<file path="config.mk">
export PLATFORM = sky130hd
export DESIGN_NAME = two_channel_tint_blend
export DESIGN_NICKNAME = d
export VERILOG_FILES = /design/src/sv/tctb_pkg.sv /design/src/sv/two_channel_tint_blend.sv /design/src/sv/tctb_div255.sv
export VERILOG_INCLUDE_DIRS = /design/src /design/src/sv
export SDC_FILE = /design/constraint.sdc
export NUM_CORES = 2
export LEC_CHECK = 0
export BUFFER_PORTS_ARGS = -buffer_cell sky130_fd_sc_hd__buf_2
export CAP_MARGIN = 30
export CORE_MARGIN = 5
export CORE_UTILIZATION = 60
export CTS_CLUSTER_SIZE = 12
export DETAILED_ROUTE_END_ITERATION = 8
export GPL_ROUTABILITY_DRIVEN = 0
export PLACE_DENSITY_LB_ADDON = 0.1
export SLEW_MARGIN = 25
export SYNTH_ARGS = -nofsm -noshare
export SYNTH_HDL_FRONTEND = slang
export SYNTH_HIERARCHICAL = 1
export SYNTH_SLANG_ARGS = --single-unit
</file>
<file path="constraint.sdc">
create_clock -name clk -period 17.1 [get_ports clk]
set_input_delay 5.13 -clock clk [delete_from_list [all_inputs] [get_ports clk]]
set_output_delay 5.13 -clock clk [all_outputs]
set_load 0.1 [all_outputs]
</file>
<file path="src/sv/two_channel_tint_blend_macros.svh">
// Assertion macros shared by the tint blend RTL.
`ifndef TWO_CHANNEL_TINT_BLEND_MACROS_SVH
`define TWO_CHANNEL_TINT_BLEND_MACROS_SVH

// Check a property on every clock edge outside reset.
`define TCTB_ASSERT(label, prop, msg) \
  label: assert property (@(posedge clk) disable iff (rst) prop) else $error(msg);

// Check a property on every clock edge, reset included.
`define TCTB_ASSERT_ALWAYS(label, prop, msg) \
  label: assert property (@(posedge clk) prop) else $error(msg);

`endif

</file>
<file path="src/sv/tctb_pkg.sv">
// Shared types and constants of the two-channel tint blend.
`timescale 1ns / 1ps

package tctb_pkg;

  // Field widths
  localparam int LEVEL_W = 16;
  localparam int BLEND_W = 8;
  localparam int GAIN_W  = 7;
  localparam int HSL_W   = 8;

  // Port widths
  localparam int IN_TDATA_W  = 48;
  localparam int OUT_TDATA_W = 32;
  localparam int CFG_IDX_W   = 8;
  localparam int CFG_DATA_W  = 8;

  // Pipeline depth from input register to output register
  localparam int NSTAGE = 9;

  // Divide-by-255 unit: dividend and quotient widths
  localparam int DIV_XW = 25;
  localparam int DIV_QW = 18;
  // floor(2^24 / 255); estimate lands on q or q-1 for dividends below 2^25
  localparam int RECIP_SHIFT = 24;
  localparam logic [16:0] RECIP_255 = 17'd65793;
  localparam logic [7:0]  FULL_SCALE = 8'd255;
  localparam logic [6:0]  ROUND_HALF = 7'd127;

  // Register reset values
  localparam logic [GAIN_W-1:0] GAIN_RESET = 7'd26;
  localparam logic [HSL_W-1:0]  HSL_RESET  = 8'd0;

  // Configuration register indexes
  localparam logic [CFG_IDX_W-1:0] CFG_CORRECTION_GAIN  = 8'd0;
  localparam logic [CFG_IDX_W-1:0] CFG_HALF_SPEED_LEVEL = 8'd1;

  // Stage enables of a two-step divide unit
  typedef struct packed {
    logic est;
    logic fix;
  } div_en_t;

endpackage

</file>
<file path="src/sv/two_channel_tint_blend.sv">
// Two-channel tint blend: split brightness between warm and cool PWM channels.
// Throughput: one word per cycle while the output is ready; the nine-stage
// pipeline stalls stage by stage, so bubbles fill up while the output waits.
// Reset clears all stage valid bits; correction_gain returns to 26 and
// half_speed_level to 0.
`timescale 1ns / 1ps

module two_channel_tint_blend import tctb_pkg::*; (
  input  logic                   clk,
  input  logic                   rst,
  input  logic                   s_axis_tvalid,
  output logic                   s_axis_tready,
  // brightness[15:0], channel_top[31:16], blend[39:32], ramp_level[47:40]
  input  logic [IN_TDATA_W-1:0]  s_axis_tdata,
  output logic                   m_axis_tvalid,
  input  logic                   m_axis_tready,
  // warm_level[15:0], cool_level[31:16]
  output logic [OUT_TDATA_W-1:0] m_axis_tdata,
  input  logic                   cfg_valid,
  output logic                   cfg_ready,
  input  logic [CFG_IDX_W-1:0]   cfg_index,
  input  logic [CFG_DATA_W-1:0]  cfg_data
);

  `include "two_channel_tint_blend_macros.svh"

  // Configuration registers
  logic [GAIN_W-1:0] correction_gain;
  logic [HSL_W-1:0]  half_speed_level;

  // Pipeline control
  logic [NSTAGE-1:0] vld;
  logic [NSTAGE-1:0] en;

  // Input fields
  logic [LEVEL_W-1:0] in_b;
  logic [LEVEL_W-1:0] in_top;
  logic [BLEND_W-1:0] in_blend;
  logic [BLEND_W-1:0] in_ramp;
  logic [BLEND_W-1:0] in_lvl;
  logic [BLEND_W-1:0] in_tri;
  logic [LEVEL_W-1:0] in_excess;

  // Stage registers
  logic [LEVEL_W-1:0] b_s1, b_s2, b_s3, b_s4;
  logic [LEVEL_W-1:0] top_s1, top_s2, top_s3, top_s4, top_s5, top_s6, top_s7, top_s8;
  logic [LEVEL_W-1:0] top_s9;
  logic [BLEND_W-1:0] blend_s1, blend_s2, blend_s3, blend_s4, blend_s5;
  logic [BLEND_W-1:0] tri_s1;
  logic               boost_s1, boost_s2, boost_s3, boost_s4;
  logic [22:0]        m1_s1, m2_s1;
  logic [DIV_XW-1:0]  p1_s2, p2_s2;
  logic [16:0]        base_s5, base_s6, base_s7, base_s8, base_s9;
  logic [DIV_XW-1:0]  x_s6;
  logic [LEVEL_W-1:0] warm_s9, cool_s9;

  // Divider results
  logic [DIV_QW-1:0] boost_q, pen_q, cool_q;
  div_en_t           div_en_a, div_en_c;

  // Combinational values
  logic signed [19:0] sum;
  logic [16:0]        top2;
  logic [16:0]        base_next;
  logic [16:0]        cool_w, warm_w;
  logic [LEVEL_W-1:0] warm_next, cool_next;

  // Configuration write port
  assign cfg_ready = 1'b1;

  always_ff @(posedge clk) begin
    if (rst) begin
      correction_gain  <= GAIN_RESET;
      half_speed_level <= HSL_RESET;
    end else if (cfg_valid) begin
      case (cfg_index)
        CFG_CORRECTION_GAIN:  correction_gain  <= cfg_data[GAIN_W-1:0];
        CFG_HALF_SPEED_LEVEL: half_speed_level <= cfg_data[HSL_W-1:0];
        default: ;
      endcase
    end
  end

  // Stage enables: a stage advances when empty or when its successor advances
  always_comb begin
    en[NSTAGE-1] = !vld[NSTAGE-1] || m_axis_tready;
    for (int i = NSTAGE - 2; i >= 0; i--) begin
      en[i] = !vld[i] || en[i+1];
    end
  end

  assign s_axis_tready = en[0];
  assign m_axis_tvalid = vld[NSTAGE-1];

  // Advance valid bits
  always_ff @(posedge clk) begin
    if (rst) begin
      vld <= '0;
    end else begin
      if (en[0]) begin
        vld[0] <= s_axis_tvalid;
      end
      for (int i = 1; i < NSTAGE; i++) begin
        if (en[i]) begin
          vld[i] <= vld[i-1];
        end
      end
    end
  end

  // Unpack the input word
  assign in_b     = s_axis_tdata[15:0];
  assign in_top   = s_axis_tdata[31:16];
  assign in_blend = s_axis_tdata[39:32];
  assign in_ramp  = s_axis_tdata[47:40];
  assign in_lvl   = in_ramp - 1'b1;
  // Triangle peaks at the middle tint; 255 - 2x is the complement of 2x
  assign in_tri   = in_blend[7] ? ~{in_blend[6:0], 1'b0} : {in_blend[6:0], 1'b0};
  assign in_excess = (in_b > in_top) ? (in_b - in_top) : '0;

  // Stage 1: gain products of brightness and excess
  always_ff @(posedge clk) begin
    if (en[0]) begin
      b_s1     <= in_b;
      top_s1   <= in_top;
      blend_s1 <= in_blend;
      tri_s1   <= in_tri;
      boost_s1 <= in_lvl > half_speed_level;
      m1_s1    <= in_b * correction_gain;
      m2_s1    <= in_excess * correction_gain;
    end
  end

  // Stage 2: scale by the triangle
  always_ff @(posedge clk) begin
    if (en[1]) begin
      b_s2     <= b_s1;
      top_s2   <= top_s1;
      blend_s2 <= blend_s1;
      boost_s2 <= boost_s1;
      p1_s2    <= m1_s1[22:6] * tri_s1;
      p2_s2    <= m2_s1[22:6] * tri_s1;
    end
  end

  // Stages 3 and 4: divide both terms by 255
  assign div_en_a = '{est: en[2], fix: en[3]};

  tctb_div255 u_div_boost (
    .clk (clk),
    .en  (div_en_a),
    .x   (p1_s2),
    .q   (boost_q)
  );

  tctb_div255 u_div_pen (
    .clk (clk),
    .en  (div_en_a),
    .x   (p2_s2),
    .q   (pen_q)
  );

  always_ff @(posedge clk) begin
    if (en[2]) begin
      b_s3     <= b_s2;
      top_s3   <= top_s2;
      blend_s3 <= blend_s2;
      boost_s3 <= boost_s2;
    end
    if (en[3]) begin
      b_s4     <= b_s3;
      top_s4   <= top_s3;
      blend_s4 <= blend_s3;
      boost_s4 <= boost_s3;
    end
  end

  // Stage 5: add boost, drop twice the penalty, clamp to 0 .. 2*top
  always_comb begin
    top2 = {top_s4, 1'b0};
    sum  = $signed({4'b0, b_s4}) - $signed({1'b0, pen_q, 1'b0});
    if (boost_s4) begin
      sum = sum + $signed({2'b0, boost_q});
    end
    if (sum < 0) begin
      base_next = '0;
    end else if (sum > $signed({3'b0, top2})) begin
      base_next = top2;
    end else begin
      base_next = sum[16:0];
    end
  end

  always_ff @(posedge clk) begin
    if (en[4]) begin
      base_s5  <= base_next;
      top_s5   <= top_s4;
      blend_s5 <= blend_s4;
    end
  end

  // Stage 6: rounded numerator of the cool share
  always_ff @(posedge clk) begin
    if (en[5]) begin
      x_s6    <= blend_s5 * base_s5 + {{(DIV_XW-7){1'b0}}, ROUND_HALF};
      base_s6 <= base_s5;
      top_s6  <= top_s5;
    end
  end

  // Stages 7 and 8: divide the numerator by 255
  assign div_en_c = '{est: en[6], fix: en[7]};

  tctb_div255 u_div_cool (
    .clk (clk),
    .en  (div_en_c),
    .x   (x_s6),
    .q   (cool_q)
  );

  always_ff @(posedge clk) begin
    if (en[6]) begin
      base_s7 <= base_s6;
      top_s7  <= top_s6;
    end
    if (en[7]) begin
      base_s8 <= base_s7;
      top_s8  <= top_s7;
    end
  end

  // Stage 9: split and spill a channel over top into the other
  always_comb begin
    cool_w = cool_q[16:0];
    warm_w = base_s8 - cool_w;
    if (cool_w > {1'b0, top_s8}) begin
      warm_next = 16'(base_s8 - {1'b0, top_s8});
      cool_next = top_s8;
    end else if (warm_w > {1'b0, top_s8}) begin
      cool_next = 16'(base_s8 - {1'b0, top_s8});
      warm_next = top_s8;
    end else begin
      warm_next = warm_w[15:0];
      cool_next = cool_w[15:0];
    end
  end

  always_ff @(posedge clk) begin
    if (en[8]) begin
      warm_s9 <= warm_next;
      cool_s9 <= cool_next;
      base_s9 <= base_s8;
      top_s9  <= top_s8;
    end
  end

  assign m_axis_tdata = {cool_s9, warm_s9};

  // Checks
  `TCTB_ASSERT(a_levels_within_top,
    m_axis_tvalid |-> (warm_s9 <= top_s9) && (cool_s9 <= top_s9),
    "channel level above channel top")
  `TCTB_ASSERT(a_split_keeps_base,
    m_axis_tvalid |-> ({1'b0, warm_s9} + {1'b0, cool_s9} == base_s9),
    "warm plus cool differs from clamped base")
  `TCTB_ASSERT_ALWAYS(a_reset_empties_pipe,
    rst |=> !m_axis_tvalid && !vld[0],
    "pipeline holds a word after reset")

endmodule

</file>
<file path="src/sv/tctb_div255.sv">
// Two-stage divide by 255: reciprocal estimate, then one correction step.
`timescale 1ns / 1ps

module tctb_div255 import tctb_pkg::*; (
  input  logic              clk,
  input  div_en_t           en,
  input  logic [DIV_XW-1:0] x,
  output logic [DIV_QW-1:0] q
);

  logic [DIV_XW-1:0]            x_a;
  logic [DIV_QW-1:0]            q_a;
  logic [DIV_XW+16:0]           prod;
  logic [DIV_XW:0]              q255;
  logic [DIV_XW:0]              rem;

  // Estimate the quotient by the truncated reciprocal
  assign prod = x * RECIP_255;

  always_ff @(posedge clk) begin
    if (en.est) begin
      x_a <= x;
      q_a <= prod[RECIP_SHIFT +: DIV_QW];
    end
  end

  // Bump the estimate when the remainder reaches the divisor
  assign q255 = {q_a, 8'b0} - {{(DIV_XW+1-DIV_QW){1'b0}}, q_a};
  assign rem  = {1'b0, x_a} - q255;

  always_ff @(posedge clk) begin
    if (en.fix) begin
      if (rem >= {{(DIV_XW-7){1'b0}}, FULL_SCALE}) begin
        q <= q_a + 1'b1;
      end else begin
        q <= q_a;
      end
    end
  end

endmodule

</file>
== Yosys cells after proc, flatten, opt, wreduce, memory -nomap -nowiden ==
Cells that the tools add are included.

* Register bits after elaboration: 671
* Word-level logic and storage cells: 123
* Output and inout bits: 35

* Bitwise operators: 1
* Eq/ne operators: 1
* Multiply operators: 8
* Magnitude comparators: 9
* Mux-type cells: 11
* Add/subtract/negate cells: 16
* Reductions and logical operators: 22

{| class="wikitable"
|+ Operator list
! kind !! number
|-
| $mul 25x17->42 const B || 3
|-
| $mux 16 || 5
|-
| $ge 26x8->1 const B || 3
|-
| $sub 25x26->26 || 3
|-
| $sub 26x18->26 || 3
|-
| $mul 17x8->25 || 2
|-
| $mul 16x7->23 || 2
|-
| $add 18x1->18 const B || 2
|-
| $mux 18 || 2
|-
| $gt 17x16->1 || 2
|-
| $mux 17 || 2
|-
| $sub 16x16->16 || 2
|-
| $add 25x7->25 const B || 1
|-
| $mul 8x17->25 || 1
|-
| $add 20x19->20 || 1
|-
| $gt 20x18->1 || 1
|-
| $lt 20x1->1 const B || 1
|-
| $mux 20 || 1
|-
| $sub 16x19->20 || 1
|-
| $add 17x1->17 const B || 1
|-
| $sub 17x17->17 || 1
|-
| $gt 16x16->1 || 1
|-
| $logic_not 1->1 || 9
|-
| $logic_or 1x1->1 || 9
|-
| other kinds (8) || 9
|}

== Longest topological paths before layout ==
* Depth after elaboration: 10
* Mapped depth: 30
* Depth with buffers taken out: 29

== By module ==
The synthesis kept the hierarchy.

{| class="wikitable"
|+ Modules (own cells, without submodules)
! module !! instances !! seq. area each (µm²) !! area each (µm²) !! cells each
|-
| two_channel_tint_blend || 1 || 14,083.5 || 39,885.8 || 3,658
|-
| tctb_div255 || 3 || 1,831.8 || 6,178.4 || 632
|}

== Worst setup path before layout ==
No wires, ideal clock.

* Path type: input -> output
* Start: input port m_axis_tready
* End: output port s_axis_tready
* Cell stages on the path: 6
* Setup slack: 0.873 ns
* Data required time: 11.970 ns
* Arrival: 11.097 ns
* Cell sequence: nor2b_1 and2_1 and3_1 nand3_1 nor2_1 nand3_1

{| class="wikitable"
|+ RTL lines
! element !! line !! source
|-
| from (decl) || two_channel_tint_blend.sv:16 || <nowiki>input logic m_axis_tready,</nowiki>
|-
| to (decl) || two_channel_tint_blend.sv:12 || <nowiki>output logic s_axis_tready,</nowiki>
|}

==> impl.org <==
** Run status
- The flow ran to the end, and the final reports show no timing, DRC or antenna violations.

** Clocking
- Clk buf depth :: 3
- The number of clock buffers added by TritonCTS is 77.
- Buffers inserted to repair hold after CTS numbered 0.
- Buffers added to address setup during post-CTS repair amount to 0.
- TritonCTS built the clock tree.
- Clock edge transition at the registers on the reported setup and hold paths :: 60 ps
- CTS root buf :: sky130_fd_sc_hd__clkbuf_16
- Worst-skew pair later-pin latency :: 660 ps
- Count of clock tree sinks :: 659
- Number of levels in the clock H-tree :: 3
- After clock tree synthesis, the repair step resized 0 gates.

** Floorplan
- Height of the chip :: 321.9 microns
- Number of I/O pins :: 104
- The die covers 0.1036 sq mm.
- In this run the horizontal extent of the chip is 321.9 microns.
- Core Area :: 0.09657 sq mm
- Starting density of the core :: 60.45%
- In this run the core area contains 114 standard-cell rows.

** Routing
- Detailed router's first-iteration violation count :: 2459
- Post-detailed-route via-to-cell ratio :: 5.696
- Detailed routing inserted a total of 39830 vias.
- In the routed design, unresolved DRC markers number 0.
- Average wire per cell in the routed design :: 18.79 microns
- ANT nets after route :: 0
- Routed wire length :: 131400 microns
- Router iterations before antenna repair :: 6

** Critical path
- Worst path arrival time :: 7590 ps
- Critical path launch point :: m_axis_tready
- Critical path required time :: 11970 ps
- STA classifies the critical path endpoint as a primary output.
- In this run the critical register-to-register path is launched from tri_s1[4].
- The critical path is of the in2out type.
- Kind of start point of the critical path :: input port
- Worst Path Max Fanout :: 19

** Global routing
- Maximum number of pins on one net before global-route repair :: 75
- Wire length of the first global-routing pass :: 213700 microns
- Global routing finished with a remaining overflow of 0.
- The via count of the first global-routing pass came to 40240.
- The initial antenna violation count is 1.
- All-layer global routing usage :: 25.67%

** Flow run
- Across the run, the number of max-cap violations was 0.

** Layout
- Compared with the post-synthesis result, the final layout area differs by 7.770%.
- Final Net Count :: 6953
- The library cell used most frequently in the layout, excluding fill and tap cells, is sky130_fd_sc_hd__inv_1.
- In the final layout, the share of cells above drive strength 1 is 6.157%.
- Once layout is complete, the cells apart from fillers number 6993.
- 0 antenna diodes ended up in the layout.
- Highest-count cells in the layout ignoring fill and taps :: sky130_fd_sc_hd__inv_1 (870), sky130_fd_sc_hd__ha_1 (756), sky130_fd_sc_hd__edfxtp_1 (635), sky130_fd_sc_hd__nand2_1 (500), sky130_fd_sc_hd__fa_1 (468)

** Synthesis
- When the netlist entered floorplanning its net count stood at 6844.
- Synthesis produced 5551 cells.
- Post-Synthesis Mean Instance Area :: 10.52 sq um
- For this run, the number of Yosys warnings is 6.
- After synthesis the cells add up to 0.05838 sq mm.

** Timing
- Post-route clock skew :: 44.03 ps
- Final-report max-slew violation count :: 0
- Based on the critical path, the design can be clocked at up to 0.07862 GHz.
- Setup repair after global routing left no endpoint under its margin.
- Worst relative slew slack :: 35.21%
- After layout, the worst path uses 74.38% of the clock period.
- Final hold viol count :: 0
- The smallest clock period supported by the final layout is computed as 12720 ps.
- Summed over all failing endpoints, the final setup total negative slack is 0 ps.
- Actual transition at the worst max-transition pin :: 964.7 ps
- Setup violations remaining at the end of the flow were counted as 0.
- The tightest hold path in the finished design has a slack of 403.0 ps.

** Worst hold path
- Classification of the worst-slack hold path :: reg2reg
- Launch point of the worst hold path :: base_s7[2]

** Placed design
- Summed over all nets, the half-perimeter wirelength after detailed placement is 105000 microns.
- Buffers on Ports :: 102
- Number of cells in the design after placement :: 6853
-- registers in the layout (all words and copies together), names as in the netlist, 17 cells and up --
| register | flops |
|---|---|
| base_s6 | 17 |
| m2_s1 | 17 |
| p1_s2 | 25 |
| u_div_cool/q_a | 18 |
| u_div_cool/x_a | 25 |
| base_s5 | 17 |
| u_div_cool/q | 17 |
| u_div_pen/q_a | 18 |
| u_div_pen/x_a | 25 |
| u_div_boost/q_a | 18 |
| u_div_boost/q | 18 |
| u_div_pen/q | 18 |
| base_s7 | 17 |
| base_s8 | 17 |
| p2_s2 | 25 |
| x_s6 | 25 |
| m1_s1 | 17 |
| u_div_boost/x_a | 25 |
-- per-stage QoR --
| step | util, % | setup slack (ps) | instance area (sq um) |
|---|---|---|---|
| final | 65.15 | 4381 | 62910 |
| after global routing | 65.15 | 4135 | 62910 |
| after CTS | 65.09 | 4363 | 62850 |
| after detailed placement | 62.47 | 4008 | 60320 |
| after global placement | 62.41 | 4212 | 60270 |
| after floorplan | - | 873.4 | 58380 |
-- cell type report --
class                   count  area [sq um]
multi-input cells        3914         35140
fillers                  7667         33650
flip-flops and latches    659         19550
inverters                 873          3279
clock buffers              89          1993
well taps                1276          1597
repair buffers            135         815.8
clock inverters            47         538.0
-- path summary, 6_finish.rpt --
kind / slack [ps] / endpoint / depth (start not counted)
hold reg to reg: 400 / base_s8[2] / 0
setup reg to reg: 11020 / p2_s2[24] / 17
hold / removal: 400 / base_s8[2] / 0
setup / recovery: 4380 / s_axis_tready / 8
-- critical path: stages --
cell,delay (ps)
sky130_fd_sc_hd__buf_2,90
sky130_fd_sc_hd__nor2b_1,150
sky130_fd_sc_hd__and2_1,280
sky130_fd_sc_hd__and3_1,350
sky130_fd_sc_hd__nand3_4,190
sky130_fd_sc_hd__nor2_1,560
sky130_fd_sc_hd__nand3_4,380
sky130_fd_sc_hd__buf_2,420
-- routing by layer --
| metal | track usage, % | share of wire, % |
|---|---|---|
| met3 | 2.664 | 4.5 |
| met4 | 7.648 | 3.0 |
| met1 | 34.72 | 43 |
| met2 | 44.23 | 49 |
| met5 | 0 | 0 |
Power is left out: the tool's default activity adds up to more than one toggle a clock period on the data nets, which glitch-free logic cannot reach.
